<file path="config.mk">
export PLATFORM = sky130hd
export DESIGN_NAME = acked_bit_serial_sender_unit
export DESIGN_NICKNAME = d
export VERILOG_FILES = /design/src/rtl/absb_pkg.sv /design/src/rtl/absb_cfg.sv /design/src/rtl/absb_core.sv /design/src/rtl/acked_bit_serial_sender_unit.sv
export VERILOG_INCLUDE_DIRS = /design/src /design/src/rtl
export SDC_FILE = /design/constraint.sdc
export NUM_CORES = 1
export LEC_CHECK = 0
export ABC_AREA = 0
export BUFFER_PORTS_ARGS = -buffer_cell sky130_fd_sc_hd__buf_2
export CAP_MARGIN = 40
export CORE_UTILIZATION = 55
export CTS_BUF_LIST = sky130_fd_sc_hd__clkbuf_8 sky130_fd_sc_hd__clkbuf_16
export DETAILED_ROUTE_END_ITERATION = 6
export MAX_ROUTING_LAYER = met4
export PLACE_DENSITY_LB_ADDON = 0.05
export RECOVER_POWER = 100
export SLEW_MARGIN = 20
export SYNTH_ARGS = -nofsm -noshare
export SYNTH_HDL_FRONTEND = slang
export SYNTH_SLANG_ARGS = --single-unit
</file>
<file path="constraint.sdc">
create_clock -name clk -period 4 [get_ports clk]
set_clock_uncertainty 0.15 [all_clocks]
set_input_delay 1 -clock clk [delete_from_list [all_inputs] [get_ports clk]]
set_output_delay 1 -clock clk [all_outputs]
set_load 0.03 [all_outputs]
</file>
<file path="src/rtl/assert_macros.svh">
// Assertion macros for the RTL of the bit-serial sender.
`ifndef ASSERT_MACROS_SVH
`define ASSERT_MACROS_SVH

// Property that must hold at every clock edge outside reset.
`define ASSERT_ALWAYS(lbl, prop, msg) \
  lbl: assert property (@(posedge clk) disable iff (!rst_n) (prop)) else $error(msg);

// Condition that implies a consequence in the same cycle.
`define ASSERT_IMPLY(lbl, ante, cons, msg) \
  lbl: assert property (@(posedge clk) disable iff (!rst_n) (ante) |-> (cons)) else $error(msg);

`endif

</file>
<file path="src/rtl/absb_pkg.sv">
// Package with the types, codes and helper functions of the bit-serial sender.
package absb_pkg;

  localparam int ID_BITS    = 32;
  localparam int TIMER_BITS = 16;
  localparam int BL_W       = $clog2(ID_BITS + 1);
  localparam int IDX_W      = $clog2(ID_BITS);

  localparam logic [BL_W-1:0] BYTE_BITS = BL_W'(8);

  typedef enum logic [1:0] {
    CMD_TICK  = 2'd0,
    CMD_START = 2'd1,
    CMD_BYTE  = 2'd2,
    CMD_ACK   = 2'd3
  } cmd_t;

  typedef enum logic [2:0] {
    EV_BIT      = 3'd0,
    EV_ID_ACK   = 3'd1,
    EV_BYTE_OK  = 3'd2,
    EV_ID_TO    = 3'd3,
    EV_BYTE_TO  = 3'd4
  } ev_t;

  typedef enum logic [1:0] {
    CFG_ID_VALUE = 2'd0,
    CFG_BIT_GAP  = 2'd1,
    CFG_ACK_WAIT = 2'd2,
    CFG_MAX_TRY  = 2'd3
  } cfg_idx_t;

  typedef enum logic [3:0] {
    MODE_IDLE   = 4'b0001,
    MODE_IDBITS = 4'b0010,
    MODE_IDWAIT = 4'b0100,
    MODE_BYTE   = 4'b1000
  } mode_t;

  typedef struct packed {
    logic [1:0] command;
    logic [7:0] byte_value;
  } in_item_t;

  typedef struct packed {
    logic [2:0] event_res;
    logic       line_bit;
    logic       busy_res;
  } out_item_t;

  typedef struct packed {
    logic [31:0] id_value;
    logic [15:0] bit_gap_ticks;
    logic [15:0] ack_wait_ticks;
    logic [7:0]  try_limit;
  } cfg_t;

  // Timer reload value: saturates at the counter range, and zero counts as one.
  function automatic logic [TIMER_BITS-1:0] reload(input logic [15:0] ticks);
    logic [32:0] lim;
    logic [32:0] v;
    lim = (33'd1 << TIMER_BITS) - 33'd1;
    v = 33'(ticks);
    if (v > lim) begin
      v = lim;
    end
    if (v == '0) begin
      v = 33'd1;
    end
    return v[TIMER_BITS-1:0];
  endfunction

endpackage

</file>
<file path="src/rtl/absb_cfg.sv">
// Configuration register file of the bit-serial sender.
module absb_cfg (
  input  logic                clk,
  input  logic                rst_n,
  input  logic                cfg_we,
  input  logic [1:0]          cfg_index,
  input  logic [31:0]         cfg_wdata,
  output absb_pkg::cfg_t      cfg
);
  import absb_pkg::*;

  cfg_t cfg_r;
  cfg_t cfg_nxt;

  always_comb begin
    cfg_nxt = cfg_r;
    if (cfg_we) begin
      unique case (cfg_index)
        CFG_ID_VALUE: cfg_nxt.id_value       = cfg_wdata;
        CFG_BIT_GAP:  cfg_nxt.bit_gap_ticks  = cfg_wdata[15:0];
        CFG_ACK_WAIT: cfg_nxt.ack_wait_ticks = cfg_wdata[15:0];
        CFG_MAX_TRY:  cfg_nxt.try_limit      = cfg_wdata[7:0];
        default:      cfg_nxt = cfg_r;
      endcase
    end
  end

  always_ff @(posedge clk) begin
    if (!rst_n) begin
      cfg_r.id_value       <= 32'd0;
      cfg_r.bit_gap_ticks  <= 16'd100;
      cfg_r.ack_wait_ticks <= 16'd1000;
      cfg_r.try_limit      <= 8'd10;
    end else begin
      cfg_r <= cfg_nxt;
    end
  end

  assign cfg = cfg_r;

endmodule

</file>
<file path="src/rtl/absb_core.sv">
// Sender state and the per-item step logic of the bit-serial sender.
`include "assert_macros.svh"

module absb_core (
  input  logic                clk,
  input  logic                rst_n,
  input  logic                step_en,
  input  absb_pkg::in_item_t  item,
  input  absb_pkg::cfg_t      cfg,
  output logic                res_valid,
  output absb_pkg::out_item_t res
);
  import absb_pkg::*;

  mode_t                 mode_r, mode_nxt;
  logic [ID_BITS-1:0]    shift_r, shift_nxt;
  logic [BL_W-1:0]       bits_left_r, bits_left_nxt;
  logic [7:0]            tries_r, tries_nxt;
  logic [TIMER_BITS-1:0] wait_r, wait_nxt;
  logic                  ack_seen_r, ack_seen_nxt;

  logic [TIMER_BITS-1:0] wait_dec;
  logic                  wait_done;
  logic [7:0]            tries_inc;
  logic [BL_W-1:0]       bl_dec;
  logic [BL_W-1:0]       bl_dec2;
  logic [ID_BITS-1:0]    id_ext;

  assign wait_dec  = (wait_r != '0) ? wait_r - TIMER_BITS'(1) : '0;
  assign wait_done = (wait_dec == '0);
  assign tries_inc = tries_r + 8'd1;
  assign bl_dec    = (bits_left_r != '0) ? bits_left_r - BL_W'(1) : '0;
  assign bl_dec2   = (bl_dec != '0) ? bl_dec - BL_W'(1) : '0;
  assign id_ext    = ID_BITS'(cfg.id_value);

  always_comb begin
    mode_nxt      = mode_r;
    shift_nxt     = shift_r;
    bits_left_nxt = bits_left_r;
    tries_nxt     = tries_r;
    wait_nxt      = wait_r;
    ack_seen_nxt  = ack_seen_r;
    res_valid     = 1'b0;
    res           = '0;
    if (step_en) begin
      unique case (mode_r)
        MODE_IDLE: begin
          if (item.command == CMD_START) begin
            tries_nxt     = 8'd0;
            shift_nxt     = id_ext;
            ack_seen_nxt  = 1'b0;
            bits_left_nxt = BL_W'(ID_BITS - 1);
            wait_nxt      = reload(cfg.bit_gap_ticks);
            mode_nxt      = MODE_IDBITS;
            res_valid     = 1'b1;
            res           = '{event_res: EV_BIT, line_bit: id_ext[ID_BITS-1], busy_res: 1'b1};
          end else if (item.command == CMD_BYTE) begin
            tries_nxt     = 8'd0;
            shift_nxt     = ID_BITS'(item.byte_value);
            bits_left_nxt = BYTE_BITS;
            wait_nxt      = reload(cfg.ack_wait_ticks);
            mode_nxt      = MODE_BYTE;
            res_valid     = 1'b1;
            res = '{event_res: EV_BIT, line_bit: item.byte_value[7], busy_res: 1'b1};
          end
        end
        MODE_IDBITS: begin
          if (item.command == CMD_ACK) begin
            ack_seen_nxt = 1'b1;
          end else if (item.command == CMD_TICK) begin
            wait_nxt = wait_dec;
            if (wait_done) begin
              if (bits_left_r != '0) begin
                bits_left_nxt = bl_dec;
                wait_nxt      = reload(cfg.bit_gap_ticks);
                res_valid     = 1'b1;
                res = '{event_res: EV_BIT, line_bit: shift_r[bl_dec[IDX_W-1:0]],
                        busy_res: 1'b1};
              end else if (ack_seen_r) begin
                mode_nxt      = MODE_IDLE;
                bits_left_nxt = '0;
                wait_nxt      = '0;
                ack_seen_nxt  = 1'b0;
                res_valid     = 1'b1;
                res = '{event_res: EV_ID_ACK, line_bit: 1'b0, busy_res: 1'b0};
              end else begin
                mode_nxt = MODE_IDWAIT;
                wait_nxt = reload(cfg.bit_gap_ticks);
              end
            end
          end
        end
        MODE_IDWAIT: begin
          if (item.command == CMD_ACK) begin
            mode_nxt      = MODE_IDLE;
            bits_left_nxt = '0;
            wait_nxt      = '0;
            ack_seen_nxt  = 1'b0;
            res_valid     = 1'b1;
            res = '{event_res: EV_ID_ACK, line_bit: 1'b0, busy_res: 1'b0};
          end else if (item.command == CMD_TICK) begin
            wait_nxt = wait_dec;
            if (wait_done) begin
              tries_nxt = tries_inc;
              res_valid = 1'b1;
              if (tries_inc >= cfg.try_limit) begin
                mode_nxt      = MODE_IDLE;
                bits_left_nxt = '0;
                wait_nxt      = '0;
                ack_seen_nxt  = 1'b0;
                res = '{event_res: EV_ID_TO, line_bit: 1'b0, busy_res: 1'b0};
              end else begin
                shift_nxt     = id_ext;
                ack_seen_nxt  = 1'b0;
                bits_left_nxt = BL_W'(ID_BITS - 1);
                wait_nxt      = reload(cfg.bit_gap_ticks);
                mode_nxt      = MODE_IDBITS;
                res = '{event_res: EV_BIT, line_bit: id_ext[ID_BITS-1], busy_res: 1'b1};
              end
            end
          end
        end
        MODE_BYTE: begin
          if (item.command == CMD_ACK) begin
            tries_nxt     = 8'd0;
            bits_left_nxt = bl_dec;
            res_valid     = 1'b1;
            if (bl_dec == '0) begin
              mode_nxt     = MODE_IDLE;
              wait_nxt     = '0;
              ack_seen_nxt = 1'b0;
              res = '{event_res: EV_BYTE_OK, line_bit: 1'b0, busy_res: 1'b0};
            end else begin
              wait_nxt = reload(cfg.ack_wait_ticks);
              res = '{event_res: EV_BIT, line_bit: shift_r[bl_dec2[IDX_W-1:0]],
                      busy_res: 1'b1};
            end
          end else if (item.command == CMD_TICK) begin
            wait_nxt = wait_dec;
            if (wait_done) begin
              tries_nxt = tries_inc;
              res_valid = 1'b1;
              if (tries_inc >= cfg.try_limit) begin
                mode_nxt      = MODE_IDLE;
                bits_left_nxt = '0;
                wait_nxt      = '0;
                ack_seen_nxt  = 1'b0;
                res = '{event_res: EV_BYTE_TO, line_bit: 1'b0, busy_res: 1'b0};
              end else begin
                wait_nxt = reload(cfg.ack_wait_ticks);
                res = '{event_res: EV_BIT, line_bit: shift_r[bl_dec[IDX_W-1:0]],
                        busy_res: 1'b1};
              end
            end
          end
        end
        default: begin
          mode_nxt = mode_r;
        end
      endcase
    end
  end

  always_ff @(posedge clk) begin
    if (!rst_n) begin
      mode_r      <= MODE_IDLE;
      shift_r     <= '0;
      bits_left_r <= '0;
      tries_r     <= 8'd0;
      wait_r      <= '0;
      ack_seen_r  <= 1'b0;
    end else begin
      mode_r      <= mode_nxt;
      shift_r     <= shift_nxt;
      bits_left_r <= bits_left_nxt;
      tries_r     <= tries_nxt;
      wait_r      <= wait_nxt;
      ack_seen_r  <= ack_seen_nxt;
    end
  end

  `ASSERT_IMPLY(a_idle_clear, mode_r == MODE_IDLE,
    bits_left_r == '0 && wait_r == '0 && ack_seen_r == 1'b0, "idle state not cleared")
  `ASSERT_IMPLY(a_busy_timer, mode_r != MODE_IDLE, wait_r != '0, "busy with an expired timer")
  `ASSERT_IMPLY(a_byte_bits, mode_r == MODE_BYTE,
    bits_left_r != '0 && bits_left_r <= BYTE_BITS, "byte bit count out of range")
  `ASSERT_IMPLY(a_busy_flag, res_valid,
    res.busy_res == (res.event_res == EV_BIT), "busy flag disagrees with event")

endmodule

</file>
<file path="src/rtl/acked_bit_serial_sender_unit.sv">
// Top level of the acknowledged bit-serial sender.
//
// Input channel (in_valid, in_ready, in_data): one item is a command (tick,
// start identifier frame, send byte, or partner ack) and a byte value.
// Result channel (out_valid, out_ready, out_data): an event code, the line
// bit and a busy flag. An item causes zero or one result item.
// Configuration port (cfg_we, cfg_index, cfg_wdata): to be written only while
// the sender is idle and the result channel is drained; the user must keep to
// this, as the block itself does not enforce it. An accepted item is held in an
// input register and processed once the output register is free; its result,
// if any, is registered in the output register and shown on out_valid. One
// item is taken per cycle as long as the output register is empty or being
// drained in the same cycle. When the receiver stalls, the input register
// fills and in_ready drops after one more item. Reset clears the valid flags
// of both channel registers and the sender state, and loads the configuration
// defaults: identifier 0, bit gap 100 ticks, ack wait 1000 ticks and 10 tries.
module acked_bit_serial_sender_unit (
  input  logic                clk,
  input  logic                rst_n,
  input  logic                in_valid,
  output logic                in_ready,
  input  absb_pkg::in_item_t  in_data,
  output logic                out_valid,
  input  logic                out_ready,
  output absb_pkg::out_item_t out_data,
  input  logic                cfg_we,
  input  logic [1:0]          cfg_index,
  input  logic [31:0]         cfg_wdata
);
  import absb_pkg::*;

  cfg_t      cfg;
  in_item_t  in_data_r, in_data_nxt;
  logic      in_valid_r, in_valid_nxt;
  out_item_t out_data_r, out_data_nxt;
  logic      out_valid_r, out_valid_nxt;
  logic      step_en;
  logic      res_valid;
  out_item_t res;

  absb_cfg u_cfg (
    .clk       (clk),
    .rst_n     (rst_n),
    .cfg_we    (cfg_we),
    .cfg_index (cfg_index),
    .cfg_wdata (cfg_wdata),
    .cfg       (cfg)
  );

  absb_core u_core (
    .clk       (clk),
    .rst_n     (rst_n),
    .step_en   (step_en),
    .item      (in_data_r),
    .cfg       (cfg),
    .res_valid (res_valid),
    .res       (res)
  );

  assign step_en  = in_valid_r && (!out_valid_r || out_ready);
  assign in_ready = !in_valid_r || step_en;

  always_comb begin
    in_valid_nxt  = (in_valid_r && !step_en) || (in_valid && in_ready);
    in_data_nxt   = (in_valid && in_ready) ? in_data : in_data_r;
    out_valid_nxt = (step_en && res_valid) || (out_valid_r && !out_ready);
    out_data_nxt  = (step_en && res_valid) ? res : out_data_r;
  end

  always_ff @(posedge clk) begin
    if (!rst_n) begin
      in_valid_r  <= 1'b0;
      out_valid_r <= 1'b0;
    end else begin
      in_valid_r  <= in_valid_nxt;
      out_valid_r <= out_valid_nxt;
    end
  end

  always_ff @(posedge clk) begin
    in_data_r  <= in_data_nxt;
    out_data_r <= out_data_nxt;
  end

  assign out_valid = out_valid_r;
  assign out_data  = out_data_r;

endmodule

</file>
==> impl_summary.md, run 1 <==
Outcome
The flow ran to the end, but the final reports show violations. The final reports fail on max-capacitance violations, max-slew violations.

STA
The final critical path time including I/O delays and setup is 3820 ps. Measured against its own limit, the worst slew margin works out to -50.2%. Setup repair after global routing left no endpoint under its margin.

Static timing analysis puts the maximum clock frequency at 262 MHz. The number of pins exceeding their max-slew limit in the final report was 50. Of the available clock period, the critical path in the final layout requires 95.5%. After routing, the total negative slack on setup checks comes to 0 ps. The transition time at the pin with the least slew margin is 2250 ps. The number of failing hold endpoints at the final stage is 0. Setup violations remaining at the end of the flow were counted as 0.

Logic synthesis
The most common flop cell mapped by yosys is sky130_fd_sc_hd__dfxtp_1. After synthesis, flip-flops and latches occupy 37.7% of the total area. The cell area after synthesis is 8680 µm².

The register bit total from synthesis is 156. The synthesized area per cell is 8.21 µm². The fraction of registers with async set or reset after synthesis is 0%. The area fraction of the dominant cell type after synthesis is 32.5%. Counting every instance in the synthesized netlist gives 1,057. The count of yosys warnings during synthesis is 0. Synthesis produced a netlist with a net count of 1,123.

The synthesized netlist contains 79 unique library cells. Summed over all instances, the cell type with the most area after synthesis is sky130_fd_sc_hd__dfxtp_1. The number of enable flip-flop cells after synthesis is 15. In the post-synthesis netlist, the biggest area contributors are sky130_fd_sc_hd__dfxtp_1 33%, sky130_fd_sc_hd__nand2_1 7.9%, sky130_fd_sc_hd__edfxtp_1 5.2%.

GRT
The first global-routing pass estimated 38,900 µm of wire. The initial antenna violation count is 0. The global-route usage over all layers is 31.6%.

Global routing consumed, on the met3 layer, 5.99% of the routing resources. After global routing the overflow that remains totals 0. met1 is the most crowded layer. Global routing consumed, on the met2 layer, 43.5% of the routing resources. The number of global-route vias before repair is 7,192. The met1 track utilization from global routing is 46.6%. The maximum number of pins on one net before global-route repair is 64.

Die
In this run the standard cell core region covers 15,300 µm². The die covers 16,300 µm². The die boundary width is 128 µm. The number of rows in the core area is 45. The number of ports placed on the die boundary is 56. In this run the vertical extent of the chip is 128 µm. The initial core utilization is 56.7%.

Power and ir drop
The total power density per cell area is 429 nW/µm². The maximum vdd drop is 0.348 mV. The leakage power figure is 3.69 nW.

Worst setup path
At the worst endpoint, the required time is 4170 ps. The count of buffer and inverter cells on the critical path is 2. The library cell contributing the largest single delay on the critical path is sky130_fd_sc_hd__a2111oi_4. In this design, the critical path's most frequently occurring cell is sky130_fd_sc_hd__buf_12. Walking the worst path, the cells encountered are ha_2 -> nand3_2 -> or2_2 -> xnor2_2 -> ha_1 -> and3_1 -> a22o_1 -> a311o_1 -> a2111oi_4 -> nand4_1 -> o22ai_4 -> buf_12 -> buf_12 -> nor2_1 -> a211oi_1. The critical path class is flop to flop. On the worst path, the slowest cell contributes a delay of 380 ps. The type of element launching the critical path is a flop. Of all nets on the critical path, the largest fanout is 16. The element type at the critical path end is a flop.

The family with the most delay on the worst path is compound AO/OA/AOI/OAI gates. Data arrives at the worst endpoint at 3990 ps.

Route
The count of antenna-violating nets left after detailed routing is 0. The routed layout has 8,099 vias. For this block, the initial DRC count from the detailed router was 841.

The overall routed net length is 24,600 µm. After detailed routing, the number of vias per cell comes to 6.12. The per-cell routed wire length is 18.6 µm. For this run, design rule violations remaining after detail routing come to 0. The first-pass detailed-route iteration total is 5.

Finish
The area overhead of the layout relative to synthesis is 13.9%. Of the cells placed in the final design, the portion with a size suffix greater than 1 is 14.4%. Measured on the finished design, the core utilization comes to 64.6%.

The post-layout net count is 1,165. The antenna diode instance count is 0.

Place
Port buffering added 55 buffers. Summed over all nets, the half-perimeter wirelength after detailed placement is 16,900 µm. The global placer's final weighted congestion is 0.942.

CTS
The number of buffers inserted by hold repair at cts is 0. Clock tree synthesis inserted a total of 17 buffers. The clock latency reported for the late side of the worst-skew pair is 430 ps.

Clock tree synthesis selected as its root buffer the cell sky130_fd_sc_hd__clkbuf_16. In this run the deepest clock path goes through 2 buffers. The CTS tree is yes.

The H-tree was split into 4 levels. The total clock sinks is 156. The post-CTS clock slew at the launch and capture registers of the worst setup and hold paths is 70 ps.

Job
The max-capacitance violation count is 1.

Hold path
The min-delay analysis places its worst path in the category flop to flop.
flip-flops by register name (all words and copies together) (netlist names):
name	count
in_data_r	10
in_valid_r	1
out_data	5
out_valid	1
u_cfg.cfg	72
u_core.ack_seen_r	1
u_core.bits_left_r	6
u_core.mode_r	4
u_core.shift_r	32
u_core.tries_r	8
u_core.wait_r	16
per-stage QoR:
| stage | area, µm² | setup WS [ps] | hold slack, ps | instances | total power [mW] |
|---|---|---|---|---|---|
| 2_1_floorplan | 8680 | 24.4 | 282 | 1057 | 2.40 |
| 3_3_place_gp | 9210 | 53.8 | 289 | 1283 | 2.66 |
| 3_5_place_dp | 9230 | 76.0 | 295 | 1286 | 2.66 |
| 4_1_cts | 9790 | 9.40 | 304 | 1318 | 4.21 |
| 5_1_grt | 9890 | 3.00 | 326 | 1323 | 4.41 |
| 6_report | 9890 | 178 | 302 | 1323 | 4.24 |
Yosys cell counts (all sizes together), types with 7 or more instances:
| library cell | n |
|---|---|
| o31ai | 10 |
| o21a | 31 |
| dfxtp | 141 |
| a31oi | 9 |
| inv | 27 |
| o221ai | 8 |
| or3 | 11 |
| o211ai | 8 |
| nor2b | 38 |
| mux2i | 24 |
| nor4 | 19 |
| xnor2 | 21 |
| clkbuf | 58 |
| nor4b | 8 |
| a211oi | 18 |
| a2111oi | 16 |
| ha | 17 |
| o21ai | 37 |
| nand2b | 7 |
| nor2 | 61 |
| a221o | 13 |
| and3 | 25 |
| nor3 | 34 |
| a21oi | 86 |
| nand3 | 23 |
| edfxtp | 15 |
| nand2 | 183 |
| a221oi | 7 |
| buf | 16 |
cell families (layout without fill, tap and decap cells):
family | count (synthesis) | in the layout | synth area share (%)
compound gates | 278 | 278 | 22.7
xor+xnor | 27 | 27 | 2.72
fa+ha+maj | 17 | 17 | 2.45
buf+inv | 101 | 156 | 4.74
flops | 156 | 156 | 37.7
mux | 32 | 32 | 4.37
simple gates | 446 | 446 | 25.3
repair_timing:
item,4_1_cts,5_1_grt
setup buffers,0,1
endpoints found under the setup margin,0,46
resized for setup,0,9
where the power goes:
part           switching, mW  internal [mW]  total, mW  leakage (nW)
registers             0.0709           1.64       1.71          1.30
logic                  0.599          0.368      0.968          2.12
clock network          0.729          0.833       1.56         0.277
metal layers:
| metal | share of wire (%) | wire [µm] |
|---|---|---|
| met1 | 50 | 12300 |
| met2 | 42 | 10300 |
| met3 | 6.7 | 1650 |
| met4 | 1.5 | 369 |
| met5 | 0 | 0 |
layout make-up:
cell class	count	area [µm²]
inverter	27	101
sequential	156	3270
fill	1398	5430
clock buffer	18	439
tap	211	264
clock inverter	14	125
timing repair buffer	97	629
multi-input combinational	800	5050
worst register-to-register path, cell delays in order (launching register included):
cell,delay [ps]
sky130_fd_sc_hd__dfxtp_1,350
sky130_fd_sc_hd__ha_2,220
sky130_fd_sc_hd__nand3_2,110
sky130_fd_sc_hd__or2_2,350
sky130_fd_sc_hd__xnor2_2,150
sky130_fd_sc_hd__ha_1,290
sky130_fd_sc_hd__and3_1,160
sky130_fd_sc_hd__a22o_1,220
sky130_fd_sc_hd__a311o_1,360
sky130_fd_sc_hd__a2111oi_4,380
sky130_fd_sc_hd__nand4_1,190
sky130_fd_sc_hd__o22ai_4,170
sky130_fd_sc_hd__buf_12,150
sky130_fd_sc_hd__buf_12,150
sky130_fd_sc_hd__nor2_1,60
sky130_fd_sc_hd__a211oi_1,250
final timing paths:
path	to	cells past startpoint	slack, ps	from
setup reg to reg	u_core.shift_r[2]$_SDFFE_PN0P_	15	180	u_core.tries_r[0]$_SDFFE_PN0P_
setup / recovery	u_core.shift_r[2]$_SDFFE_PN0P_	15	180	u_core.tries_r[0]$_SDFFE_PN0P_
hold / removal	u_cfg.cfg[62]$_SDFFE_PN0P_	2	300	u_cfg.cfg[62]$_SDFFE_PN0P_
hold reg to reg	u_cfg.cfg[62]$_SDFFE_PN0P_	2	300	u_cfg.cfg[62]$_SDFFE_PN0P_
layout by cell type, fill, tap and decap left out, types with 18 or more instances in the layout:
cell,n
sky130_fd_sc_hd__nor4_1,18
sky130_fd_sc_hd__nor2_1,60
sky130_fd_sc_hd__nor3_1,32
sky130_fd_sc_hd__mux2i_1,23
sky130_fd_sc_hd__nand3_1,22
sky130_fd_sc_hd__inv_1,27
sky130_fd_sc_hd__buf_2,47
sky130_fd_sc_hd__a211oi_1,18
sky130_fd_sc_hd__nor2b_1,38
sky130_fd_sc_hd__o21ai_0,35
sky130_fd_sc_hd__xnor2_1,20
sky130_fd_sc_hd__dfxtp_1,140
sky130_fd_sc_hd__clkbuf_16,19
sky130_fd_sc_hd__o21a_1,31
sky130_fd_sc_hd__nand2_1,183
sky130_fd_sc_hd__and3_1,25
sky130_fd_sc_hd__a21oi_1,84
sky130_fd_sc_hd__buf_4,31
Note: power is estimated with default switching activity, not from simulation.
==> run 2: changes to the inputs <==
--- a/config.mk
+++ b/config.mk
@@ -15,6 +15,7 @@
 export MAX_ROUTING_LAYER = met4
 export PLACE_DENSITY_LB_ADDON = 0.05
 export RECOVER_POWER = 100
+export SETUP_SLACK_MARGIN = 0.2
 export SLEW_MARGIN = 20
 export SYNTH_ARGS = -nofsm -noshare
 export SYNTH_HDL_FRONTEND = slang
==> run 2 against run 1 <==
Against the previous run:
- combinational power grew 2%
- first-iteration DRC count down 4.5%
- highest routed layer unchanged
- largest cell class unchanged
- critical endpoint is now u_core.wait_r[4]$_SDFFE_PN0P_
- critical path type unchanged
- register-to-register slack barely moved
- worst hold slack worse by 2.2 ps
- final cell count grew 0.30%
- the run now ends clean
- sequential share of layout area decreased by 0.28 points
- critical path depth increased by 1
- worst setup slack improved by 5.4 ps
==> impl_summary.md, run 2 (synthesis results as in run 1) <==
GRT
The maximum number of pins on one net before global-route repair is 61 (was 64). The layer carrying the most global-route usage is met1 (unchanged). The first-pass GRT wire length came to 39,000 µm (was 38,900 µm).

The initial antenna violation count is 0 (unchanged). The number of global-route vias before repair is 7,233 (was 7,192). The global-route usage over all layers is 31.8% (was 31.6%). The met2 demand-to-capacity share in global routing is 45.4% (was 43.5%). The total global routing overflow is 0 (unchanged).

The met1 track utilization from global routing is 46.2% (was 46.6%). The fraction of met3 tracks used by global routing was 5.70% (was 5.99%).

CTS
The clock latency reported for the late side of the worst-skew pair is 440 ps (was 430 ps). The post-CTS clock slew at the launch and capture registers of the worst setup and hold paths is 70 ps (about the same). The CTS tree is yes (unchanged).

The total clock sinks is 156 (unchanged). The number of clock buffers inserted by TritonCTS is 17 (unchanged). The master cell of the clock root buffer is sky130_fd_sc_hd__clkbuf_16 (unchanged). The number of buffers on the longest clock path was 2 (unchanged). The depth of the CTS H-tree is 4 (unchanged).

Worst setup path
The required time reported for the critical path endpoint was 4180 ps (was 4170 ps). The library cell contributing the largest single delay on the critical path was sky130_fd_sc_hd__a2111oi_1 (was sky130_fd_sc_hd__a2111oi_4). CP cell instances: ha_4 -> nand3_2 -> or2_0 -> xnor2_2 -> ha_1 -> and3_1 -> a22o_1 -> a311o_1 -> a2111oi_4 -> clkbuf_4 -> a21oi_1 -> buf_6 -> nor2b_1 -> a2111oi_1 -> buf_4 -> nor3_1 (was ha_2 -> nand3_2 -> or2_2 -> xnor2_2 -> ha_1 -> and3_1 -> a22o_1 -> a311o_1 -> a2111oi_4 -> nand4_1 -> o22ai_4 -> buf_12 -> buf_12 -> nor2_1 -> a211oi_1). The element type at the critical path end is a flop (unchanged). The maximum net fanout on the critical path came to 6 (was 16). The count of buffer and inverter cells on the critical path is 3 (was 2). The delay of the slowest cell on the worst path is 620 ps (was 380 ps). The family with the most delay on the worst path is compound AO/OA/AOI/OAI gates (unchanged). The critical path class is flop to flop (unchanged). The type of element launching the critical path was a flop (unchanged). The critical path data arrival time is 4000 ps (was 3990 ps).

Finish
The area of all placed cells without fillers came to 9990 µm² (was 9890 µm²). The core utilization of the finished layout was 65.2% (was 64.6%). The post-layout net count came to 1,169 (was 1,165). The fill cell instance count of the final layout came to 1,384 (was 1,398). The antenna diode instance count is 0 (unchanged). The number of flip-flops under the largest register name is 72 (unchanged). The area overhead of the layout relative to synthesis was 15.0% (was 13.9%). The commonest non-fill, non-tap cell in the layout is sky130_fd_sc_hd__nand2_1 (unchanged). The share of final-layout standard cells stronger than drive strength 1 was 15.0% (was 14.4%).

Most used cells in the layout excluding fill and tap cells: 183 x sky130_fd_sc_hd__nand2_1, 138 x sky130_fd_sc_hd__dfxtp_1, 85 x sky130_fd_sc_hd__a21oi_1 (was 183 x sky130_fd_sc_hd__nand2_1, 140 x sky130_fd_sc_hd__dfxtp_1, 84 x sky130_fd_sc_hd__a21oi_1).

STA
The timing-limited maximum frequency was 262 MHz (about the same). The number of pins exceeding their max-slew limit in the final report is 0 (was 50). The number of failing hold endpoints at the final stage is 0 (unchanged). The relative slew slack is 12.2% (was -50.2%). The post-route worst setup slack is 184 ps (was 178 ps). Unrepaired setup endpoints after global routing: true (was false).

The transition time at the pin with the least slew margin is 1320 ps (was 2250 ps). The number of endpoints failing setup at the final stage is 0 (unchanged). The final critical path time including I/O delays and setup was 3820 ps (about the same). The final cycle utilization of the critical path is 95.4% (was 95.5%).

Route
The overall routed net length is 24,600 µm (about the same). The total DRC errors in the routed layout came to 0 (unchanged). The average vias per placed instance is 6.07 (was 6.12). The first-pass detailed-route iteration total is 6 (was 5). The per-cell routed wire length came to 18.5 µm (was 18.6 µm). The number of DRC markers after the initial detailed-route iteration is 803 (was 841). The count of antenna-violating nets left after detailed routing is 0 (unchanged). The total via count after detailed routing came to 8,053 (was 8,099).

Place
The post-detailed-placement cell area is 9220 µm² (was 9230 µm²). The global placer's final weighted congestion is 0.942 (about the same). The HPWL reported at the end of detailed placement came to 16,800 µm (was 16,900 µm). The pre-CTS worst setup slack is -52.6 ps (was 76.0 ps). The count of buffers inserted at the top-level ports is 55 (unchanged).

Power and ir drop
The leakage power figure is 3.74 nW (was 3.69 nW). The maximum vdd drop came to 0.339 mV (was 0.348 mV). The total power density per cell area is 430 nW/µm² (was 429 nW/µm²).

Die
The number of rows in the core area is 45 (unchanged). The overall die height is 128 µm (unchanged). The area of the placeable core is 15,300 µm² (unchanged). The number of ports placed on the die boundary came to 56 (unchanged). The initial core utilization was 56.7% (unchanged).

The die boundary width is 128 µm (unchanged). The floorplan die area was 16,300 µm² (unchanged).

Job
The max-capacitance violation count is 0 (was 1).

Outcome
Run status: complete, no violations (was finished, violations left).

Hold path
The path class of the lowest-slack min-delay path is flop to flop (unchanged).
-- run 2: worst min-delay path, cell delays in order (launching register included) --
cell	delay [ps]
sky130_fd_sc_hd__dfxtp_1	310
sky130_fd_sc_hd__nand2_1	50
sky130_fd_sc_hd__a21oi_1	50
-- run 2: area by class of cell --
| class | count | area, µm² | share of cell area [%] |
|---|---|---|---|
| clock inverter | 15 | 155 | 1.55 |
| inverter | 27 | 101 | 1.01 |
| timing repair buffer | 101 | 663 | 6.64 |
| multi-input combinational | 800 | 5100 | 51.0 |
| sequential | 156 | 3280 | 32.8 |
| tap | 211 | 264 | 2.64 |
| clock buffer | 17 | 425 | 4.26 |
-- run 2: metrics by stage --
step | TNS, ps | std cells | hold WS, ps | total power, mW
after floorplan | 0 | 1057 | 282 | 2.40
after global placement | -136 | 1280 | 289 | 2.65
after detailed placement | -52.6 | 1283 | 292 | 2.66
after CTS | 0 | 1322 | 305 | 4.27
after global routing | 0 | 1327 | 321 | 4.48
final | 0 | 1327 | 300 | 4.29
-- run 2: metal layers --
layer | up-vias | wire length [µm]
met4 | 0 | 367
met1 | 3769 | 12100
met2 | 311 | 10600
li1 | 3932 | -
met5 | - | 0
met3 | 41 | 1570
-- run 2: final timing paths --
path                                  startpoint                             to  slack, ps  depth (start not counted)
setup reg to reg  u_core.tries_r[0]$_SDFFE_PN0P_  u_core.wait_r[4]$_SDFFE_PN0P_        180                         16
hold / removal        u_cfg.cfg[63]$_SDFFE_PN0P_     u_cfg.cfg[63]$_SDFFE_PN0P_        300                          2
setup / recovery  u_core.tries_r[0]$_SDFFE_PN0P_  u_core.wait_r[4]$_SDFFE_PN0P_        180                         16
hold reg to reg       u_cfg.cfg[63]$_SDFFE_PN0P_     u_cfg.cfg[63]$_SDFFE_PN0P_        300                          2
-- run 2: repair_timing --
action,CTS,global route
pin swaps,5,5
hold buffers,0,0
resized for setup,6,22
setup buffers,5,3
setup endpoints to repair,36,58
gates cloned,2,1
-- run 2: power breakdown --
group	total, mW	internal (mW)	leakage (nW)	switching, mW
logic	0.987	0.383	2.16	0.604
clock network	1.60	0.878	0.287	0.721
registers	1.71	1.64	1.30	0.0673
total	4.29	2.90	3.74	1.39
